### config.mk
export PLATFORM = sky130hd
export DESIGN_NAME = lru_region_registration_cache_core_flat
export DESIGN_NICKNAME = d
export VERILOG_FILES = /design/src/hw/rtl/lrc_pkg.sv /design/src/hw/rtl/lrc_if.sv /design/src/hw/rtl/lrc_store.sv /design/src/hw/rtl/lrc_ctrl.sv /design/src/hw/rtl/lru_region_registration_cache_core.sv /design/src/flat_wrapper.sv
export SDC_FILE = /design/constraint.sdc
export NUM_CORES = 2
export LEC_CHECK = 0
export BUFFER_PORTS_ARGS = -buffer_cell sky130_fd_sc_hd__clkbuf_2
export CORE_ASPECT_RATIO = 0.9
export CORE_UTILIZATION = 30
export CTS_CLUSTER_DIAMETER = 150
export DETAILED_ROUTE_END_ITERATION = 6
export GPL_ROUTABILITY_DRIVEN = 1
export SYNTH_ARGS = -nofsm -noshare
export SYNTH_HDL_FRONTEND = slang
export SYNTH_SLANG_ARGS = --single-unit
### constraint.sdc
create_clock -name clk -period 53 [get_ports clk]
set_clock_uncertainty 0.2 [all_clocks]
set_input_delay 10.6 -clock clk [delete_from_list [all_inputs] [get_ports clk]]
set_output_delay 10.6 -clock clk [all_outputs]
set_load 0.05 [all_outputs]
### src/hw/rtl/lrc_pkg.sv
package lrc_pkg;

    localparam int AW   = 48;
    localparam int LW   = 32;
    localparam int RLW  = 33;
    localparam int SKW  = 8;
    localparam int SLW  = 4;
    localparam int UW   = 16;
    localparam int PSW  = 5;
    localparam int WSW  = 35;

    localparam logic [PSW-1:0] PAGE_SHIFT_RST = 5'd12;
    localparam logic [UW-1:0]  USES_MAX       = 16'hFFFF;

    typedef enum logic [1:0] {
        OP_GET   = 2'd0,
        OP_PUT   = 2'd1,
        OP_CLEAR = 2'd2,
        OP_NONE  = 2'd3
    } op_t;

    typedef enum logic [2:0] {
        ST_HIT       = 3'd0,
        ST_MISS_REG  = 3'd1,
        ST_NO_FREE   = 3'd2,
        ST_REG_FAIL  = 3'd3,
        ST_PUT_DONE  = 3'd4,
        ST_PUT_UNDER = 3'd5,
        ST_CLEARED   = 3'd6
    } status_t;

    typedef enum logic [2:0] {
        S_IDLE,
        S_SEARCH,
        S_DECIDE,
        S_PUT_RD,
        S_PUT_DO,
        S_CLEAR,
        S_FINISH
    } state_t;

    typedef struct packed {
        logic [AW-1:0]  base;
        logic [RLW-1:0] len;
        logic [SKW-1:0] sock;
    } entry_t;

    typedef struct packed {
        op_t            op;
        logic [AW-1:0]  addr;
        logic [LW-1:0]  len;
        logic [SKW-1:0] sock;
        logic [SLW-1:0] slot;
        logic           reg_ok;
    } req_t;

    typedef struct packed {
        status_t        status;
        logic [SLW-1:0] slot;
        logic [AW-1:0]  base;
        logic [RLW-1:0] len;
        logic [UW-1:0]  uses;
    } result_t;

endpackage

### src/hw/rtl/lrc_if.sv
interface lrc_req_if;
    logic        valid;
    logic        ready;
    logic [1:0]  operation;
    logic [47:0] address;
    logic [31:0] length;
    logic [7:0]  socket_id;
    logic [3:0]  slot;
    logic        register_ok;

    modport source (output valid, operation, address, length, socket_id, slot,
                    register_ok, input ready);
    modport sink (input valid, operation, address, length, socket_id, slot,
                  register_ok, output ready);
endinterface

interface lrc_rsp_if;
    logic        valid;
    logic        ready;
    logic [2:0]  status;
    logic [3:0]  slot_out;
    logic [47:0] region_base;
    logic [32:0] region_length;
    logic [15:0] use_count;

    modport source (output valid, status, slot_out, region_base, region_length,
                    use_count, input ready);
    modport sink (input valid, status, slot_out, region_base, region_length,
                  use_count, output ready);
endinterface

interface lrc_cfg_if;
    logic       valid;
    logic       ready;
    logic [4:0] page_shift;

    modport source (output valid, page_shift, input ready);
    modport sink (input valid, page_shift, output ready);
endinterface

### src/hw/rtl/lrc_store.sv
module lrc_store #(
    parameter int ENTRIES = 6,
    localparam int IW = $clog2(ENTRIES)
) (
    input  logic            clk,
    input  logic            we,
    input  logic [IW-1:0]   waddr,
    input  lrc_pkg::entry_t wdata,
    input  logic [IW-1:0]   raddr,
    output lrc_pkg::entry_t rdata
);
    import lrc_pkg::*;

    entry_t mem [ENTRIES];

    always_ff @(posedge clk)
    begin
        if (we)
        begin
            mem[waddr] <= wdata;
        end
    end

    always_ff @(posedge clk)
    begin
        rdata <= mem[raddr];
    end

endmodule

### src/hw/rtl/lrc_ctrl.sv
module lrc_ctrl #(
    parameter int ENTRIES = 6,
    localparam int IW = $clog2(ENTRIES),
    localparam int CW = $clog2(ENTRIES + 1)
) (
    input  logic                      clk,
    input  logic                      rst_n,
    input  logic                      req_valid,
    output logic                      req_ready,
    input  lrc_pkg::req_t             req,
    input  logic [lrc_pkg::PSW-1:0]   page_shift,
    input  logic                      out_free,
    output logic                      res_load,
    output lrc_pkg::result_t          res,
    output logic                      mem_we,
    output logic [IW-1:0]             mem_waddr,
    output lrc_pkg::entry_t           mem_wdata,
    output logic [IW-1:0]             mem_raddr,
    input  lrc_pkg::entry_t           mem_rdata
);
    import lrc_pkg::*;

    state_t         state_reg, state_next;
    req_t           req_reg, req_next;
    logic [CW-1:0]  cnt_reg, cnt_next;
    logic           hit_reg, hit_next;
    logic [IW-1:0]  hit_idx_reg, hit_idx_next;
    logic [IW-1:0]  hit_rank_reg, hit_rank_next;
    entry_t         hit_ent_reg, hit_ent_next;
    result_t        res_reg, res_next;
    logic           valid_reg [ENTRIES];
    logic           valid_next [ENTRIES];
    logic [UW-1:0]  uses_reg [ENTRIES];
    logic [UW-1:0]  uses_next [ENTRIES];
    logic [IW-1:0]  rank_reg [ENTRIES];
    logic [IW-1:0]  rank_next [ENTRIES];

    logic [IW-1:0]  old_idx;
    logic [IW-1:0]  cmp_idx;
    logic [IW-1:0]  put_idx;
    logic [IW-1:0]  front_idx;
    logic           do_front;
    logic           cmp_hit;
    logic [AW-1:0]  mask;
    logic [WSW-1:0] wide_size;
    logic [WSW-1:0] round_size;
    logic [AW-1:0]  fill_base;
    logic [RLW-1:0] fill_len;
    entry_t         put_ent;
    logic [UW-1:0]  hit_uses;

    assign req_ready = (state_reg == S_IDLE);
    assign res       = res_reg;
    assign cmp_idx   = IW'(cnt_reg - CW'(1));
    assign put_idx   = req_reg.slot[IW-1:0];

    // The entry holding the oldest rank is the replacement victim.
    always_comb
    begin
        old_idx = '0;
        for (int i = 0; i < ENTRIES; i++)
        begin
            if (rank_reg[i] == IW'(ENTRIES - 1))
            begin
                old_idx = IW'(i);
            end
        end
    end

    always_comb
    begin
        mask       = (AW'(1) << page_shift) - AW'(1);
        wide_size  = WSW'(req_reg.len) + WSW'(req_reg.addr & mask);
        round_size = (wide_size + WSW'(mask)) & ~WSW'(mask);
        fill_base  = req_reg.addr & ~mask;
        fill_len   = round_size[RLW-1:0];
    end

    // An empty entry never hits, and a put reads it as zero base and length.
    assign cmp_hit = valid_reg[cmp_idx] && (mem_rdata.sock == req_reg.sock)
                     && (req_reg.addr >= mem_rdata.base)
                     && (({1'b0, req_reg.addr} + (AW + 1)'(req_reg.len))
                         <= ((AW + 1)'(mem_rdata.base) + (AW + 1)'(mem_rdata.len)));
    assign put_ent  = valid_reg[put_idx] ? mem_rdata : '0;
    assign hit_uses = (uses_reg[hit_idx_reg] == USES_MAX) ? USES_MAX
                      : uses_reg[hit_idx_reg] + UW'(1);

    always_comb
    begin
        state_next = state_reg;
        unique case (state_reg)
            S_IDLE:
            begin
                if (req_valid)
                begin
                    unique case (req.op)
                        OP_GET:   state_next = S_SEARCH;
                        OP_PUT:   state_next = S_PUT_RD;
                        OP_CLEAR: state_next = S_CLEAR;
                        default:  state_next = S_IDLE;
                    endcase
                end
            end
            S_SEARCH:
            begin
                if (cnt_reg == CW'(ENTRIES))
                begin
                    state_next = S_DECIDE;
                end
            end
            S_DECIDE: state_next = S_FINISH;
            S_PUT_RD: state_next = S_PUT_DO;
            S_PUT_DO: state_next = S_FINISH;
            S_CLEAR:  state_next = S_FINISH;
            S_FINISH:
            begin
                if (out_free)
                begin
                    state_next = S_IDLE;
                end
            end
            default:  state_next = S_IDLE;
        endcase
    end

    always_comb
    begin
        req_next      = req_reg;
        cnt_next      = cnt_reg;
        hit_next      = hit_reg;
        hit_idx_next  = hit_idx_reg;
        hit_rank_next = hit_rank_reg;
        hit_ent_next  = hit_ent_reg;
        res_next      = res_reg;
        valid_next    = valid_reg;
        uses_next     = uses_reg;
        mem_we        = 1'b0;
        mem_waddr     = old_idx;
        mem_wdata     = '{base: fill_base, len: fill_len, sock: req_reg.sock};
        mem_raddr     = (state_reg == S_PUT_RD) ? put_idx : cnt_reg[IW-1:0];
        res_load      = 1'b0;
        do_front      = 1'b0;
        front_idx     = old_idx;

        unique case (state_reg)
            S_IDLE:
            begin
                if (req_valid)
                begin
                    req_next = req;
                    cnt_next = '0;
                    hit_next = 1'b0;
                end
            end
            S_SEARCH:
            begin
                cnt_next = cnt_reg + CW'(1);
                if ((cnt_reg != '0) && cmp_hit
                    && (!hit_reg || (rank_reg[cmp_idx] < hit_rank_reg)))
                begin
                    hit_next      = 1'b1;
                    hit_idx_next  = cmp_idx;
                    hit_rank_next = rank_reg[cmp_idx];
                    hit_ent_next  = mem_rdata;
                end
            end
            S_DECIDE:
            begin
                if (hit_reg)
                begin
                    uses_next[hit_idx_reg] = hit_uses;
                    do_front  = 1'b1;
                    front_idx = hit_idx_reg;
                    res_next  = '{ST_HIT, SLW'(hit_idx_reg), hit_ent_reg.base,
                                  hit_ent_reg.len, hit_uses};
                end
                else if (uses_reg[old_idx] != '0)
                begin
                    res_next = '{ST_NO_FREE, SLW'(old_idx), '0, '0, uses_reg[old_idx]};
                end
                else if (!req_reg.reg_ok)
                begin
                    valid_next[old_idx] = 1'b0;
                    res_next = '{ST_REG_FAIL, SLW'(old_idx), '0, '0, '0};
                end
                else
                begin
                    mem_we              = 1'b1;
                    valid_next[old_idx] = 1'b1;
                    uses_next[old_idx]  = UW'(1);
                    do_front            = 1'b1;
                    res_next = '{ST_MISS_REG, SLW'(old_idx), fill_base, fill_len, UW'(1)};
                end
            end
            S_PUT_DO:
            begin
                if (32'(req_reg.slot) >= ENTRIES)
                begin
                    res_next = '{ST_PUT_UNDER, req_reg.slot, '0, '0, '0};
                end
                else if (uses_reg[put_idx] == '0)
                begin
                    res_next = '{ST_PUT_UNDER, req_reg.slot, put_ent.base, put_ent.len, '0};
                end
                else
                begin
                    uses_next[put_idx] = uses_reg[put_idx] - UW'(1);
                    res_next = '{ST_PUT_DONE, req_reg.slot, put_ent.base, put_ent.len,
                                 uses_reg[put_idx] - UW'(1)};
                end
            end
            S_CLEAR:
            begin
                for (int i = 0; i < ENTRIES; i++)
                begin
                    if (uses_reg[i] == '0)
                    begin
                        valid_next[i] = 1'b0;
                    end
                end
                res_next = '{ST_CLEARED, '0, '0, '0, '0};
            end
            S_FINISH:
            begin
                res_load = out_free;
            end
            default:
            begin
            end
        endcase

        rank_next = rank_reg;
        if (do_front)
        begin
            for (int j = 0; j < ENTRIES; j++)
            begin
                if (rank_reg[j] < rank_reg[front_idx])
                begin
                    rank_next[j] = rank_reg[j] + IW'(1);
                end
            end
            rank_next[front_idx] = '0;
        end
    end

    always_ff @(posedge clk or negedge rst_n)
    begin
        if (!rst_n)
        begin
            state_reg <= S_IDLE;
            for (int i = 0; i < ENTRIES; i++)
            begin
                valid_reg[i] <= 1'b0;
                uses_reg[i]  <= '0;
                rank_reg[i]  <= IW'(i);
            end
        end
        else
        begin
            state_reg <= state_next;
            valid_reg <= valid_next;
            uses_reg  <= uses_next;
            rank_reg  <= rank_next;
        end
    end

    always_ff @(posedge clk)
    begin
        req_reg      <= req_next;
        cnt_reg      <= cnt_next;
        hit_reg      <= hit_next;
        hit_idx_reg  <= hit_idx_next;
        hit_rank_reg <= hit_rank_next;
        hit_ent_reg  <= hit_ent_next;
        res_reg      <= res_next;
    end

endmodule

### src/hw/rtl/lru_region_registration_cache_core.sv
// Cache of registered memory regions with most-recent-first replacement.
// The req channel takes one item per operation: get (look up or register a
// region), put (release one use of a slot) or clear (drop unused entries).
// Each get, put or clear item gives exactly one item on the rsp channel;
// operation code 3 is dropped without a result.
// The cfg channel writes page_shift and is always ready; write it only while
// the cache is idle.
// A get reads the region memory one entry per cycle while searching, then
// decides and loads the result register once the output is free. A put
// reads its slot and then updates it; a clear drops unused entries. The next
// item is accepted in the cycle after the result is loaded.
// The result sits in an output register; while the receiver stalls the
// cache still accepts and works on one more item, then waits to load it.
// Reset empties all entries, zeroes use counts, restores the recency order
// to entry index order and sets page_shift to 12. No clearing pass is needed.
module lru_region_registration_cache_core #(
    parameter int ENTRIES = 6
) (
    input  logic   clk,
    input  logic   rst_n,
    lrc_req_if.sink   req,
    lrc_rsp_if.source rsp,
    lrc_cfg_if.sink   cfg
);
    import lrc_pkg::*;

    localparam int IW = $clog2(ENTRIES);

    logic           rsp_valid_reg;
    result_t        rsp_data_reg;
    logic [PSW-1:0] page_shift_reg;
    logic           out_free;
    logic           res_load;
    result_t        res;
    req_t           req_data;
    logic           mem_we;
    logic [IW-1:0]  mem_waddr;
    logic [IW-1:0]  mem_raddr;
    entry_t         mem_wdata;
    entry_t         mem_rdata;

    assign req_data = '{op: op_t'(req.operation), addr: req.address, len: req.length,
                        sock: req.socket_id, slot: req.slot, reg_ok: req.register_ok};
    assign out_free = !rsp_valid_reg || rsp.ready;
    assign cfg.ready = 1'b1;

    lrc_store #(.ENTRIES(ENTRIES)) u_store (
        .clk   (clk),
        .we    (mem_we),
        .waddr (mem_waddr),
        .wdata (mem_wdata),
        .raddr (mem_raddr),
        .rdata (mem_rdata)
    );

    lrc_ctrl #(.ENTRIES(ENTRIES)) u_ctrl (
        .clk        (clk),
        .rst_n      (rst_n),
        .req_valid  (req.valid),
        .req_ready  (req.ready),
        .req        (req_data),
        .page_shift (page_shift_reg),
        .out_free   (out_free),
        .res_load   (res_load),
        .res        (res),
        .mem_we     (mem_we),
        .mem_waddr  (mem_waddr),
        .mem_wdata  (mem_wdata),
        .mem_raddr  (mem_raddr),
        .mem_rdata  (mem_rdata)
    );

    always_ff @(posedge clk or negedge rst_n)
    begin
        if (!rst_n)
        begin
            rsp_valid_reg  <= 1'b0;
            page_shift_reg <= PAGE_SHIFT_RST;
        end
        else
        begin
            if (res_load)
            begin
                rsp_valid_reg <= 1'b1;
            end
            else if (rsp.ready)
            begin
                rsp_valid_reg <= 1'b0;
            end
            if (cfg.valid)
            begin
                page_shift_reg <= cfg.page_shift;
            end
        end
    end

    always_ff @(posedge clk)
    begin
        if (res_load)
        begin
            rsp_data_reg <= res;
        end
    end

    assign rsp.valid         = rsp_valid_reg;
    assign rsp.status        = rsp_data_reg.status;
    assign rsp.slot_out      = rsp_data_reg.slot;
    assign rsp.region_base   = rsp_data_reg.base;
    assign rsp.region_length = rsp_data_reg.len;
    assign rsp.use_count     = rsp_data_reg.uses;

endmodule

### src/flat_wrapper.sv
// flat-port wrapper written by rule: the top's interface ports become plain ports
module lru_region_registration_cache_core_flat import lrc_pkg::*;
#(
    parameter int ENTRIES = 6
)
  (clk, rst_n, req_valid, req_operation, req_address, req_length, req_socket_id, req_slot, req_register_ok, req_ready, rsp_valid, rsp_status, rsp_slot_out, rsp_region_base, rsp_region_length, rsp_use_count, rsp_ready, cfg_valid, cfg_page_shift, cfg_ready);
  lrc_req_if req_i ();
  lrc_rsp_if rsp_i ();
  lrc_cfg_if cfg_i ();
  input  logic clk;
  input  logic rst_n;
  input wire logic [$bits(req_i.valid)-1:0] req_valid;
  input wire logic [$bits(req_i.operation)-1:0] req_operation;
  input wire logic [$bits(req_i.address)-1:0] req_address;
  input wire logic [$bits(req_i.length)-1:0] req_length;
  input wire logic [$bits(req_i.socket_id)-1:0] req_socket_id;
  input wire logic [$bits(req_i.slot)-1:0] req_slot;
  input wire logic [$bits(req_i.register_ok)-1:0] req_register_ok;
  output wire logic [$bits(req_i.ready)-1:0] req_ready;
  output wire logic [$bits(rsp_i.valid)-1:0] rsp_valid;
  output wire logic [$bits(rsp_i.status)-1:0] rsp_status;
  output wire logic [$bits(rsp_i.slot_out)-1:0] rsp_slot_out;
  output wire logic [$bits(rsp_i.region_base)-1:0] rsp_region_base;
  output wire logic [$bits(rsp_i.region_length)-1:0] rsp_region_length;
  output wire logic [$bits(rsp_i.use_count)-1:0] rsp_use_count;
  input wire logic [$bits(rsp_i.ready)-1:0] rsp_ready;
  input wire logic [$bits(cfg_i.valid)-1:0] cfg_valid;
  input wire logic [$bits(cfg_i.page_shift)-1:0] cfg_page_shift;
  output wire logic [$bits(cfg_i.ready)-1:0] cfg_ready;
  assign req_i.valid = req_valid;
  assign req_i.operation = req_operation;
  assign req_i.address = req_address;
  assign req_i.length = req_length;
  assign req_i.socket_id = req_socket_id;
  assign req_i.slot = req_slot;
  assign req_i.register_ok = req_register_ok;
  assign req_ready = req_i.ready;
  assign rsp_valid = rsp_i.valid;
  assign rsp_status = rsp_i.status;
  assign rsp_slot_out = rsp_i.slot_out;
  assign rsp_region_base = rsp_i.region_base;
  assign rsp_region_length = rsp_i.region_length;
  assign rsp_use_count = rsp_i.use_count;
  assign rsp_i.ready = rsp_ready;
  assign cfg_i.valid = cfg_valid;
  assign cfg_i.page_shift = cfg_page_shift;
  assign cfg_ready = cfg_i.ready;
  lru_region_registration_cache_core #(.ENTRIES(ENTRIES)) u_core (.clk(clk), .rst_n(rst_n), .req(req_i), .rsp(rsp_i), .cfg(cfg_i));
endmodule
==> reports/results.ini <==
[critical_path]
reg2reg_setup_slack_ns=43.90
crit_required_ns=42.20
r2r_start=u_core.page_shift_reg[4]$_DFFE_PN0P_
endpoint_kind=primary output
r2r_cells=24
start_kind=register
worstPathArrival_ns=2.07
path_class=register to primary output
r2r-end=u_core.u_store.mem[3][40]$_DFFE_PP_
worstPathMaxFanout=17

[cts]
cts_hold_buffers=0
cts_buffer_depth=3
cts_root_buf=clkbuf_16
htreeDepth=3
cts_tree=done
clock_sinks=1144
cts_resized=0
clock_latency_ns=0.79
cts_setup_buffers=0
numCtsBuffers=120
cts.clk_slew.worst_paths_ns=0.06

[timing]
setup_tns_ns=0
fin_crit_ns=12.87
fin_crit_sh_pct=24.3
fin_hold_ws_ns=0.218
rsz0062_at_grt=false
setup_viol=0
hold_viol_final=0
max_freq_mhz=77.7
slew_headroom_pct=7.90
tightest_slew_ns=1.38
drv_slew=0

[floorplan]
core_area_sq_um=186000
std_cell_rows=150
die_w_um=458
ios=212
start_util_pct=30.2
die_h_um=413
dieArea_sq_um=189000

[status]
violations=design-rule violations
outcome=finished with violations

[placed_design]
port_buffers=210
place.gp.congestion=1.00
dp_hpwl_um=131000
dp_cells=7351

[final_layout]
most-common-layout-cells=edfxtp_1 (926), nand2_1 (675), o21ai_0 (253)
fin_cells=7581
layout-area-overhead-vs-synth_pct=14.8
drive_gt1_share_pct=12.1
final_common_cell=edfxtp_1
largest_reg_flops=534
nets=5330

[routing]
routedWlPerCell_um=25.3
first_pass_iters=7
post-route-drc-count=29
vias=40751
antenna_left=0
drt_iter0_drc=4221
viasPerCell=5.38
routed_wl_um=192000

[pwr]
p_leak_nw=24.8
power_density_nw_per_um2=58.6
power_mw=3.78
ir_drop_mv=0.0350

[grt]
grt_max_degree=179
grt_overflow=0
grt_pass1_vias=38674
grt_pass1_wl_um=276000
track_usage_pct=19.8
antenna_found_initial=7

[worst_hold_path]
hold-path-endpoint=u_core.rsp.status[1]$_DFFE_PP_
holdCritStartpoint=u_core.u_ctrl.res[102]$_DFFE_PP_
hold_depth=0
hp-class=register to register

[logic_synthesis]
async_reset_ff_share_pct=11.3
postSynthCellCount=4794
synth_warnings=0
synth_ff_type=edfxtp_1
ys_seq_elements=1144
synth-edff-count=926
synth.distinct_cells=92
yosysSeqAreaShare_pct=58.4
avgSynthCellArea_sq_um=11.7
syn-cell-area_sq_um=56200

[job]
maxCapViolations=0

-- worst max-delay path by stage --
stage                                                 startpoint                              endpoint
after detailed placement                               rsp_ready  u_core.rsp.region_base[20]$_DFFE_PP_
after floorplan                 u_core.u_store.rdata[41]$_DFF_P_       u_core.u_ctrl.hit_reg$_DFFE_PP_
final                     u_core.u_ctrl.state_reg[0]$_DFFE_PN0P_                             req_ready
after CTS                 u_core.u_ctrl.state_reg[0]$_DFFE_PN0P_                             req_ready
after global placement                                 rsp_ready  u_core.rsp.region_base[20]$_DFFE_PP_
after global routing      u_core.u_ctrl.state_reg[0]$_DFFE_PN0P_                             req_ready
-- cell usage after synthesis (all sizes together), types with 15 or more instances --
library cell | n | area [sq um]
a31oi | 40 | 250
o22ai | 106 | 677
a211oi | 25 | 188
dfrtp | 120 | 3000
xnor2 | 88 | 771
fa | 34 | 681
a22oi | 60 | 450
dfxtp | 89 | 1780
o31ai | 15 | 113
a21oi | 163 | 865
nand4 | 44 | 275
buf | 58 | 299
o21a | 19 | 143
ha | 226 | 2830
nand2b | 22 | 138
mux2 | 37 | 417
nand2 | 676 | 2540
o21bai | 21 | 158
o21ai | 264 | 1330
inv | 195 | 732
a221o | 20 | 200
and3 | 39 | 244
edfxtp | 926 | 27800
nor4 | 34 | 234
clkbuf | 189 | 709
nand3 | 164 | 821
xor2 | 50 | 438
or2 | 21 | 131
mux2i | 160 | 1600
a22o | 117 | 1020
o211ai | 119 | 893
and2 | 44 | 275
a21o | 103 | 773
nor2 | 190 | 716
nor2b | 33 | 206
nor3 | 71 | 355
-- power breakdown --
group,internal (mW),total (mW),leakage (nW),switching [mW]
Combinational,0.459,1.49,11.7,1.03
Clock,0.538,0.916,2.09,0.378
Sequential,1.21,1.38,11.0,0.164
Total,2.21,3.78,24.8,1.57
-- metrics by stage --
stage | util (%) | worst slack (ns) | area [sq um]
finish | 34.7 | 40.13 | 64500
global route | 34.7 | 39.99 | 64500
CTS | 34.7 | 40.04 | 64500
global placement | 32.4 | 39.97 | 60200
floorplan | - | 33.32 | 56200
detailed placement | 32.4 | 39.88 | 60200
-- critical path: stages, from the launching register on --
cell,delay (ns)
dfrtp_1,0.59
nor3_1,0.34
clkbuf_2,0.36
-- cell type report --
| cell class | count | area, sq um |
|---|---|---|
| antenna | 1 | 2.50 |
| clock buffer | 149 | 3260 |
| clock inverter | 80 | 1030 |
| fill | 18278 | 121000 |
| inverter | 196 | 741 |
| multi-input combinational | 3208 | 21800 |
| sequential | 1144 | 32800 |
| tap | 2508 | 3140 |
| timing repair buffer | 295 | 1720 |
-- per-layer routing --
layer,share of wire (%),wire (um),track usage (%)
met3,6.2,11900,3.00
met2,47,90100,32.5
met4,4.9,9490,9.03
met1,42,80500,25.8
met5,0.014,27,0
-- cells by family (layout without fill, tap and decap cells) --
group	Yosys count	after routing	synth area share [%]
AND/OR/NAND/NOR	1389	1389	11.3
AO/OA/AOI/OAI	1210	1210	14.8
flip-flops	1144	1144	58.4
buffers and inverters	443	720	3.10
adder cells (fa/ha/maj)	260	260	6.24
multiplexers	208	208	4.03
XOR/XNOR	138	138	2.15
other	2	4	0.0134
No activity file was read; power rests on OpenSTA's default activity.
